$ cat src/rtl/dcp_pkg.sv
// Shared types, codes and constants for the DCP response block parser.
package dcp_pkg;

   localparam int unsigned MAX_FRAME_LEN = 65535;
   localparam logic [15:0] HDR_LEN_HI    = 16'd24;
   localparam logic [15:0] HDR_LEN_LO    = 16'd25;
   localparam logic [16:0] BLOCKS_START  = 17'd26;
   localparam logic [7:0]  OPT_IP        = 8'h01;
   localparam logic [7:0]  OPT_DEVICE    = 8'h02;
   localparam logic [7:0]  SUB_ONE       = 8'h01;
   localparam logic [7:0]  SUB_TWO       = 8'h02;
   localparam logic [7:0]  CHAR_DOT      = 8'h2E;

   localparam int unsigned QUEUE_DEPTH = 4;
   localparam int unsigned QPTR_W      = $clog2(QUEUE_DEPTH);
   localparam int unsigned QCNT_W      = $clog2(QUEUE_DEPTH + 1);

   typedef enum logic [2:0] {
      PH_HEADER = 3'd0,
      PH_OPTION = 3'd1,
      PH_SUBOPT = 3'd2,
      PH_LEN_HI = 3'd3,
      PH_LEN_LO = 3'd4,
      PH_INFO   = 3'd5,
      PH_BODY   = 3'd6,
      PH_PAD    = 3'd7
   } phase_type;

   typedef enum logic [1:0] {
      KIND_OTHER   = 2'd0,
      KIND_FAMILY  = 2'd1,
      KIND_STATION = 2'd2,
      KIND_IP      = 2'd3
   } kind_type;

   typedef enum logic [1:0] {
      STAT_GOOD      = 2'd0,
      STAT_LEN_BAD   = 2'd1,
      STAT_BLOCK_BAD = 2'd2
   } status_type;

   // One classified request on its way from the parser to the result side.
   typedef struct packed {
      logic [7:0]  option;
      logic [7:0]  suboption;
      kind_type    kind;
      logic [7:0]  data;
      logic        valid;
      logic [15:0] offset;
      logic        last;
      logic        len_bad;
      logic        blk_bad;
   } entry_type;

   function automatic kind_type kind_of(input logic [7:0] opt, input logic [7:0] sub);
      kind_type k;
      k = KIND_OTHER;
      if (opt == OPT_DEVICE && sub == SUB_ONE) k = KIND_FAMILY;
      else if (opt == OPT_DEVICE && sub == SUB_TWO) k = KIND_STATION;
      else if (opt == OPT_IP && sub == SUB_TWO) k = KIND_IP;
      return k;
   endfunction

endpackage

$ cat src/rtl/dcp_front.sv
// Front end: walks the frame byte by byte and classifies each request.
module dcp_front (
   input  logic                clock,
   input  logic                reset,
   input  logic                accept,
   input  logic [7:0]          frame_byte,
   input  logic                last_byte,
   output logic                wr_en,
   output dcp_pkg::entry_type  wr_entry
);

   logic [15:0]        pos_ff, pos_in;
   logic [15:0]        dlen_ff, dlen_in;
   dcp_pkg::phase_type phase_ff, phase_in;
   logic [7:0]         opt_ff, opt_in;
   logic [7:0]         sub_ff, sub_in;
   logic [15:0]        blen_ff, blen_in;
   logic [15:0]        cnt_ff, cnt_in;
   logic               dot_ff, dot_in;
   logic               err_ff, err_in;

   logic               deliver;
   dcp_pkg::kind_type  kind;
   logic [16:0]        len_total;
   logic [15:0]        cnt_inc;
   logic [15:0]        body_len;

   assign kind     = dcp_pkg::kind_of(opt_ff, sub_ff);
   assign cnt_inc  = cnt_ff + 16'd1;
   assign body_len = blen_ff - 16'd2;

   always_comb begin
      pos_in   = (pos_ff == 16'hFFFF) ? pos_ff : pos_ff + 16'd1;
      dlen_in  = dlen_ff;
      phase_in = phase_ff;
      opt_in   = opt_ff;
      sub_in   = sub_ff;
      blen_in  = blen_ff;
      cnt_in   = cnt_ff;
      dot_in   = dot_ff;
      err_in   = err_ff;
      deliver  = 1'b0;
      if (!err_ff) begin
         case (phase_ff)
            dcp_pkg::PH_HEADER: begin
               if (pos_ff == dcp_pkg::HDR_LEN_HI) dlen_in = {frame_byte, dlen_ff[7:0]};
               if (pos_ff == dcp_pkg::HDR_LEN_LO) begin
                  dlen_in  = {dlen_ff[15:8], frame_byte};
                  phase_in = dcp_pkg::PH_OPTION;
               end
            end
            dcp_pkg::PH_OPTION: begin
               opt_in   = frame_byte;
               dot_in   = 1'b0;
               phase_in = dcp_pkg::PH_SUBOPT;
            end
            dcp_pkg::PH_SUBOPT: begin
               sub_in   = frame_byte;
               phase_in = dcp_pkg::PH_LEN_HI;
            end
            dcp_pkg::PH_LEN_HI: begin
               blen_in  = {frame_byte, 8'h00};
               phase_in = dcp_pkg::PH_LEN_LO;
            end
            dcp_pkg::PH_LEN_LO: begin
               blen_in = {blen_ff[15:8], frame_byte};
               if ({blen_ff[15:8], frame_byte} < 16'd2) begin
                  err_in = 1'b1;
               end else begin
                  cnt_in   = '0;
                  phase_in = dcp_pkg::PH_INFO;
               end
            end
            dcp_pkg::PH_INFO: begin
               if (cnt_ff == 16'd0) begin
                  cnt_in = 16'd1;
               end else if (blen_ff == 16'd2) begin
                  cnt_in   = '0;
                  phase_in = blen_ff[0] ? dcp_pkg::PH_PAD : dcp_pkg::PH_OPTION;
               end else begin
                  cnt_in   = '0;
                  phase_in = dcp_pkg::PH_BODY;
               end
            end
            dcp_pkg::PH_BODY: begin
               // Suppress the station name from its first dot on.
               if (kind == dcp_pkg::KIND_STATION && frame_byte == dcp_pkg::CHAR_DOT)
                  dot_in = 1'b1;
               deliver = !(kind == dcp_pkg::KIND_STATION && dot_in);
               cnt_in  = cnt_inc;
               if (cnt_inc >= body_len) begin
                  cnt_in   = '0;
                  phase_in = blen_ff[0] ? dcp_pkg::PH_PAD : dcp_pkg::PH_OPTION;
               end
            end
            default: phase_in = dcp_pkg::PH_OPTION;
         endcase
      end
   end

   assign len_total = {1'b0, pos_ff} + 17'd1;

   always_comb begin
      wr_entry           = '0;
      wr_en              = accept && (deliver || last_byte);
      if (deliver) begin
         wr_entry.option    = opt_ff;
         wr_entry.suboption = sub_ff;
         wr_entry.kind      = kind;
         wr_entry.data      = frame_byte;
         wr_entry.valid     = 1'b1;
         wr_entry.offset    = cnt_ff;
      end
      wr_entry.last    = last_byte;
      wr_entry.len_bad = (len_total < dcp_pkg::BLOCKS_START)
                      || (len_total > 17'(dcp_pkg::MAX_FRAME_LEN))
                      || (len_total != dcp_pkg::BLOCKS_START + {1'b0, dlen_in});
      wr_entry.blk_bad = err_in || (phase_in != dcp_pkg::PH_OPTION);
   end

   always_ff @(posedge clock) begin
      if (reset || (accept && last_byte)) begin
         pos_ff   <= '0;
         dlen_ff  <= '0;
         phase_ff <= dcp_pkg::PH_HEADER;
         opt_ff   <= '0;
         sub_ff   <= '0;
         blen_ff  <= '0;
         cnt_ff   <= '0;
         dot_ff   <= 1'b0;
         err_ff   <= 1'b0;
      end else if (accept) begin
         pos_ff   <= pos_in;
         dlen_ff  <= dlen_in;
         phase_ff <= phase_in;
         opt_ff   <= opt_in;
         sub_ff   <= sub_in;
         blen_ff  <= blen_in;
         cnt_ff   <= cnt_in;
         dot_ff   <= dot_in;
         err_ff   <= err_in;
      end
   end

endmodule

$ cat src/rtl/dcp_queue.sv
// Short queue between the parser and the result side.
module dcp_queue (
   input  logic                clock,
   input  logic                reset,
   input  logic                wr_en,
   input  dcp_pkg::entry_type  wr_entry,
   input  logic                rd_en,
   output logic                q_full,
   output logic                q_empty,
   output dcp_pkg::entry_type  rd_entry
);

   dcp_pkg::entry_type                    slot_ff [dcp_pkg::QUEUE_DEPTH];
   logic [dcp_pkg::QPTR_W-1:0]            wptr_ff, wptr_in;
   logic [dcp_pkg::QPTR_W-1:0]            rptr_ff, rptr_in;
   logic [dcp_pkg::QCNT_W-1:0]            cnt_ff, cnt_in;
   logic                                  do_wr, do_rd;

   assign q_full   = (cnt_ff == dcp_pkg::QCNT_W'(dcp_pkg::QUEUE_DEPTH));
   assign q_empty  = (cnt_ff == '0);
   assign do_wr    = wr_en && !q_full;
   assign do_rd    = rd_en && !q_empty;
   assign rd_entry = slot_ff[rptr_ff];

   always_comb begin
      wptr_in = do_wr ? wptr_ff + 1'b1 : wptr_ff;
      rptr_in = do_rd ? rptr_ff + 1'b1 : rptr_ff;
      cnt_in  = cnt_ff;
      if (do_wr && !do_rd) cnt_in = cnt_ff + 1'b1;
      else if (do_rd && !do_wr) cnt_in = cnt_ff - 1'b1;
   end

   always_ff @(posedge clock) begin
      if (reset) begin
         wptr_ff <= '0;
         rptr_ff <= '0;
         cnt_ff  <= '0;
      end else begin
         wptr_ff <= wptr_in;
         rptr_ff <= rptr_in;
         cnt_ff  <= cnt_in;
      end
   end

   always_ff @(posedge clock) begin
      if (do_wr) slot_ff[wptr_ff] <= wr_entry;
   end

endmodule

$ cat src/rtl/dcp_back.sv
// Result side: resolves the frame status and drives the result fields.
module dcp_back (
   input  dcp_pkg::entry_type  head,
   output logic [7:0]          block_option,
   output logic [7:0]          block_suboption,
   output logic [1:0]          field_kind,
   output logic [7:0]          body_byte,
   output logic                body_valid,
   output logic [15:0]         body_offset,
   output logic                frame_end,
   output logic [1:0]          frame_status
);

   dcp_pkg::status_type status;

   // Length mismatch wins over block errors.
   always_comb begin
      status = dcp_pkg::STAT_GOOD;
      if (head.last) begin
         if (head.len_bad) status = dcp_pkg::STAT_LEN_BAD;
         else if (head.blk_bad) status = dcp_pkg::STAT_BLOCK_BAD;
      end
   end

   assign block_option    = head.option;
   assign block_suboption = head.suboption;
   assign field_kind      = head.kind;
   assign body_byte       = head.data;
   assign body_valid      = head.valid;
   assign body_offset     = head.offset;
   assign frame_end       = head.last;
   assign frame_status    = status;

endmodule

$ cat src/rtl/dcp_response_block_parser_core.sv
// Top level of the DCP identify-response block parser.
//
//   channel   direction  handshake           payload
//   request   in         push / full         req_frame_byte, req_last_byte
//   result    out        empty / pop         rsp_block_option .. rsp_frame_status
//
// One request is taken every cycle while full is low; the parser updates its counters
// and phase in the cycle the byte is accepted and writes a result into a four-entry queue
// the same cycle. Results are registered there and shown on the rsp_ ports from its head.
// full rises only when the queue holds four unpopped results.
// reset is synchronous and clears the parser state and the queue; a frame's last byte
// also returns the parser to its reset state.
module dcp_response_block_parser_core (
   input  logic        clock,
   input  logic        reset,
   input  logic        push,
   output logic        full,
   input  logic [7:0]  req_frame_byte,
   input  logic        req_last_byte,
   output logic        empty,
   input  logic        pop,
   output logic [7:0]  rsp_block_option,
   output logic [7:0]  rsp_block_suboption,
   output logic [1:0]  rsp_field_kind,
   output logic [7:0]  rsp_body_byte,
   output logic        rsp_body_valid,
   output logic [15:0] rsp_body_offset,
   output logic        rsp_frame_end,
   output logic [1:0]  rsp_frame_status
);

   logic               accept;
   logic               wr_en;
   dcp_pkg::entry_type wr_entry;
   dcp_pkg::entry_type head;

   assign accept = push && !full;

   dcp_front u_front (
      .clock      (clock),
      .reset      (reset),
      .accept     (accept),
      .frame_byte (req_frame_byte),
      .last_byte  (req_last_byte),
      .wr_en      (wr_en),
      .wr_entry   (wr_entry)
   );

   dcp_queue u_queue (
      .clock    (clock),
      .reset    (reset),
      .wr_en    (wr_en),
      .wr_entry (wr_entry),
      .rd_en    (pop),
      .q_full   (full),
      .q_empty  (empty),
      .rd_entry (head)
   );

   dcp_back u_back (
      .head            (head),
      .block_option    (rsp_block_option),
      .block_suboption (rsp_block_suboption),
      .field_kind      (rsp_field_kind),
      .body_byte       (rsp_body_byte),
      .body_valid      (rsp_body_valid),
      .body_offset     (rsp_body_offset),
      .frame_end       (rsp_frame_end),
      .frame_status    (rsp_frame_status)
   );

endmodule

$ cat config.mk
export PLATFORM = sky130hd
export DESIGN_NAME = dcp_response_block_parser_core
export DESIGN_NICKNAME = d
export VERILOG_FILES = /design/src/rtl/dcp_pkg.sv /design/src/rtl/dcp_front.sv /design/src/rtl/dcp_queue.sv /design/src/rtl/dcp_back.sv /design/src/rtl/dcp_response_block_parser_core.sv
export SDC_FILE = /design/constraint.sdc
export NUM_CORES = 1
export LEC_CHECK = 0
export BUFFER_PORTS_ARGS = -buffer_cell sky130_fd_sc_hd__buf_4
export CAP_MARGIN = 20
export CORE_ASPECT_RATIO = 1.2
export CORE_UTILIZATION = 62
export DETAILED_ROUTE_END_ITERATION = 10
export PLACE_DENSITY_LB_ADDON = 0.1
export SLEW_MARGIN = 25
export SYNTH_ARGS = -nofsm -noshare
export SYNTH_HDL_FRONTEND = slang
export SYNTH_SLANG_ARGS = --single-unit
export TNS_END_PERCENT = 30
$ cat constraint.sdc
create_clock -name clock -period 4 [get_ports clock]
set_input_delay 0.4 -clock clock [delete_from_list [all_inputs] [get_ports clock]]
set_output_delay 0.4 -clock clock [all_outputs]
set_load 0.01 [all_outputs]
==> results.md <==
* Core area at 21000 um2
* GRT Overall Usage at 27.1%
* # H-tree levels at 1
* Post-layout nets at 1225
* Die area at 22200 um2
* Fmax at 0.263 GHz
* Crit path DAT at 4030 ps
* Hold crit path type: in2reg
* Worst slew pin tran at 901 ps
* Crit path required time at 4240 ps
* CTS buffer count at 27
* Root buffer cell: clkbuf_16
* Iter 0 DRT Violations at 758
* Average size of a mapped cell at 11.8 um2
* Crit-path max FO at 6
* Relative slew slack at 39.5%
* Clock buffer depth at 3
* Post-synth EDFFs at 184
* Crit share post-route at 94.9%
* Power per cell area at 479 nW/um2
* TritonCTS clock tree: built
* Global-route wire length before repair at 46200 um
* CTS sink cnt at 278
* Crit-path cells: ha_1 > nand3_1 > nor2_2 > and3_1 > and2_1 > nand4_1 > xnor2_1 > ha_1 > nand4_1 > nor3_1 > a21boi_1 > o311a_1 > or4_1
* Initial antenna violation count at 0
* Yosys cell types at 69
* CP endpoint kind: flip-flop
* Cell area after synthesis at 13400 um2
* Yosys warning count at 0
* Antenna Violating Nets Remaining at 0
* Vias in the first global route at 8723
* Layout cell share with drive strength beyond 1 at 17.0%
* Largest net degree at the start of global routing at 81
* GPL Wtd Cong at 0.930
* Seq/Total Area, Yosys at 55.3%
* Fin Setup TNS at 0 ps
* Status: finished clean
* Pleak at 0.00524 uW
* Vias per cell at 6.17
* CP peak stage delay at 560 ps
* Die width at 136 um
* Post-Syn Instances at 1135
* Max cap viols at 0
* Die H at 163 um
* Design area at 15000 um2
* Final Hold Vio Count at 0
* Vias at 9076
* Reg clk slew, reported paths at 60 ps
* Async S/R FF share, synth at 0%
* Clock Latency Late Sink at 520 ps
* Detailed Routing Iterations Pass 1 at 7
* Routed len/inst at 19.9 um
* Area growth syn-to-layout at 12.4%
* Remaining DRCs at 0
* CTS Hold Bufs at 0
* # rows at 58
* Worst Setup Path Type: reg2reg
* Reg2reg path depth at 13
* GRT overflow at 0
* I/O pin count at 61
* Initial core utilization at 63.6%
* RSZ-0062 raised after global routing: no
* Detailed Place HPWL at 19400 um
* Min cycle time layout at 3800 ps
* Post-CTS setup buffer count at 0
* IO buf count at 60
* Final wirelength at 29300 um
* FF+latch count, synth at 278
* Placed instance area at 14200 um2
* Post-Syn Nets at 1178
* Slowest stage cell, crit path: or4_1
* VDD IR-drop max at 0.000394 V
* Synth Flop Type: edfxtp_1
* Max-slew violations at 0
* Hold depth at 2
* Startpoint types: flip-flop
* Diode count at 0
* Setup Skew at 12.6 ps
* Finish-stage setup viols at 0
[timing repair]
| action | CTS | global route |
|---|---|---|
| hold endpoints to repair | 0 | 0 |
| resized for setup | 0 | 7 |
| endpoints found under the setup margin | 0 | 8 |
[worst paths after layout]
check                                         from                    end  slack (ps)
worst max-delay path             u_front.cnt_ff[0]  u_queue.slot_ff[3][0]         200
worst min-delay path                         reset              flip-flop         120
worst max register to register   u_front.cnt_ff[0]  u_queue.slot_ff[3][0]         200
worst min register to register  u_front.dlen_ff[0]     u_front.dlen_ff[0]         460
[per-stage QoR]
| stage | hold slack [ps] | util, % | worst slack, ps | power, uW | std cells |
|---|---|---|---|---|---|
| 4_1_cts | 106 | 71.4 | 101 | 7270 | 1471 |
| 5_1_grt | 114 | 71.5 | 11.6 | 7500 | 1471 |
| 6_report | 121 | 71.5 | 204 | 7210 | 1471 |
| 3_5_place_dp | 455 | 67.3 | 116 | 4810 | 1423 |
| 2_1_floorplan | 432 | - | 360 | 4250 | 1135 |
| 3_3_place_gp | 447 | 67.3 | 208 | 4790 | 1423 |
[critical path: cells and delay by family, from the launching register on]
| kind | cells | cell delay (ps) |
|---|---|---|
| AO/OA/AOI/OAI | 2 | 480 |
| adder cells (fa/ha/maj) | 2 | 580 |
| AND/OR/NAND/NOR | 8 | 1860 |
| XOR/XNOR | 1 | 180 |
| flip-flops | 1 | 420 |
[logic make-up (layout without fill, tap and decap cells)]
| family | after synthesis | in the layout | share of synthesized area, % |
|---|---|---|---|
| AND/OR/NAND/NOR | 425 | 425 | 17.0 |
| flip-flops | 278 | 278 | 55.3 |
| AO/OA/AOI/OAI | 166 | 166 | 7.38 |
| buffers and inverters | 89 | 155 | 2.73 |
| XOR/XNOR | 74 | 74 | 4.90 |
| multiplexers | 73 | 73 | 9.76 |
| adder cells (fa/ha/maj) | 30 | 30 | 2.86 |
[area by class of cell]
| cell class | instances | area (um2) |
|---|---|---|
| fillers | 1510 | 6000 |
| clock inverters | 15 | 149 |
| flip-flops and latches | 278 | 7410 |
| multi-input cells | 768 | 5650 |
| well taps | 270 | 338 |
| inverters | 16 | 60.1 |
| clock buffers | 33 | 718 |
| repair buffers | 91 | 721 |
[placed cells by master (no fill, tap or decap), types with 25 or more instances in the layout]
cell type / synthesis / layout
a21oi_1: 84 / 83
and2_1: 51 / 47
buf_4: 3 / 88
clkbuf_16: 0 / 27
dfxtp_1: 94 / 92
edfxtp_1: 184 / 184
ha_1: 29 / 29
mux2i_1: 27 / 27
mux4_2: 46 / 46
nand2_1: 102 / 102
nand3_1: 60 / 60
nor2_1: 73 / 70
nor3_1: 27 / 26
o21ai_0: 25 / 25
xnor2_1: 43 / 43
xor2_1: 30 / 30
[per-layer routing]
| metal | part of all wire (%) | track usage, % |
|---|---|---|
| met5 | 0 | 0 |
| met4 | 2.5 | 8.43 |
| met1 | 43 | 37.2 |
| met2 | 48 | 44.6 |
| met3 | 6.0 | 3.67 |
[synth_stat cells, drive strengths merged (18+ instances only)]
master / number / area [um2]
xnor2: 44 / 393
mux2i: 27 / 270
a21oi: 84 / 420
clkbuf: 52 / 195
edfxtp: 184 / 5530
o21ai: 27 / 135
nor3: 28 / 145
mux4: 46 / 1040
xor2: 30 / 263
nor4: 18 / 155
nor2: 73 / 274
dfxtp: 94 / 1880
nand3: 60 / 300
ha: 29 / 363
nand2: 103 / 389
and2: 51 / 319
buf: 21 / 110
[state kept, by name, indices dropped and copies added, names as in the netlist, 3 cells and up, named ones only]
name,flops
u_front.cnt_ff,16
u_front.sub_ff,8
u_queue.cnt_ff,3
u_front.dlen_ff,16
u_front.opt_ff,8
u_front.phase_ff,3
u_front.blen_ff,16
u_queue.slot_ff,184
u_front.pos_ff,16
[where the power goes]
part / total [uW] / internal [uW] / switching (uW)
Sequential: 3360 / 3180 / 185
Combinational: 1370 / 726 / 643
Clock: 2470 / 1460 / 1010
Total: 7210 / 5370 / 1840
Note: power is estimated with default switching activity, not from simulation.
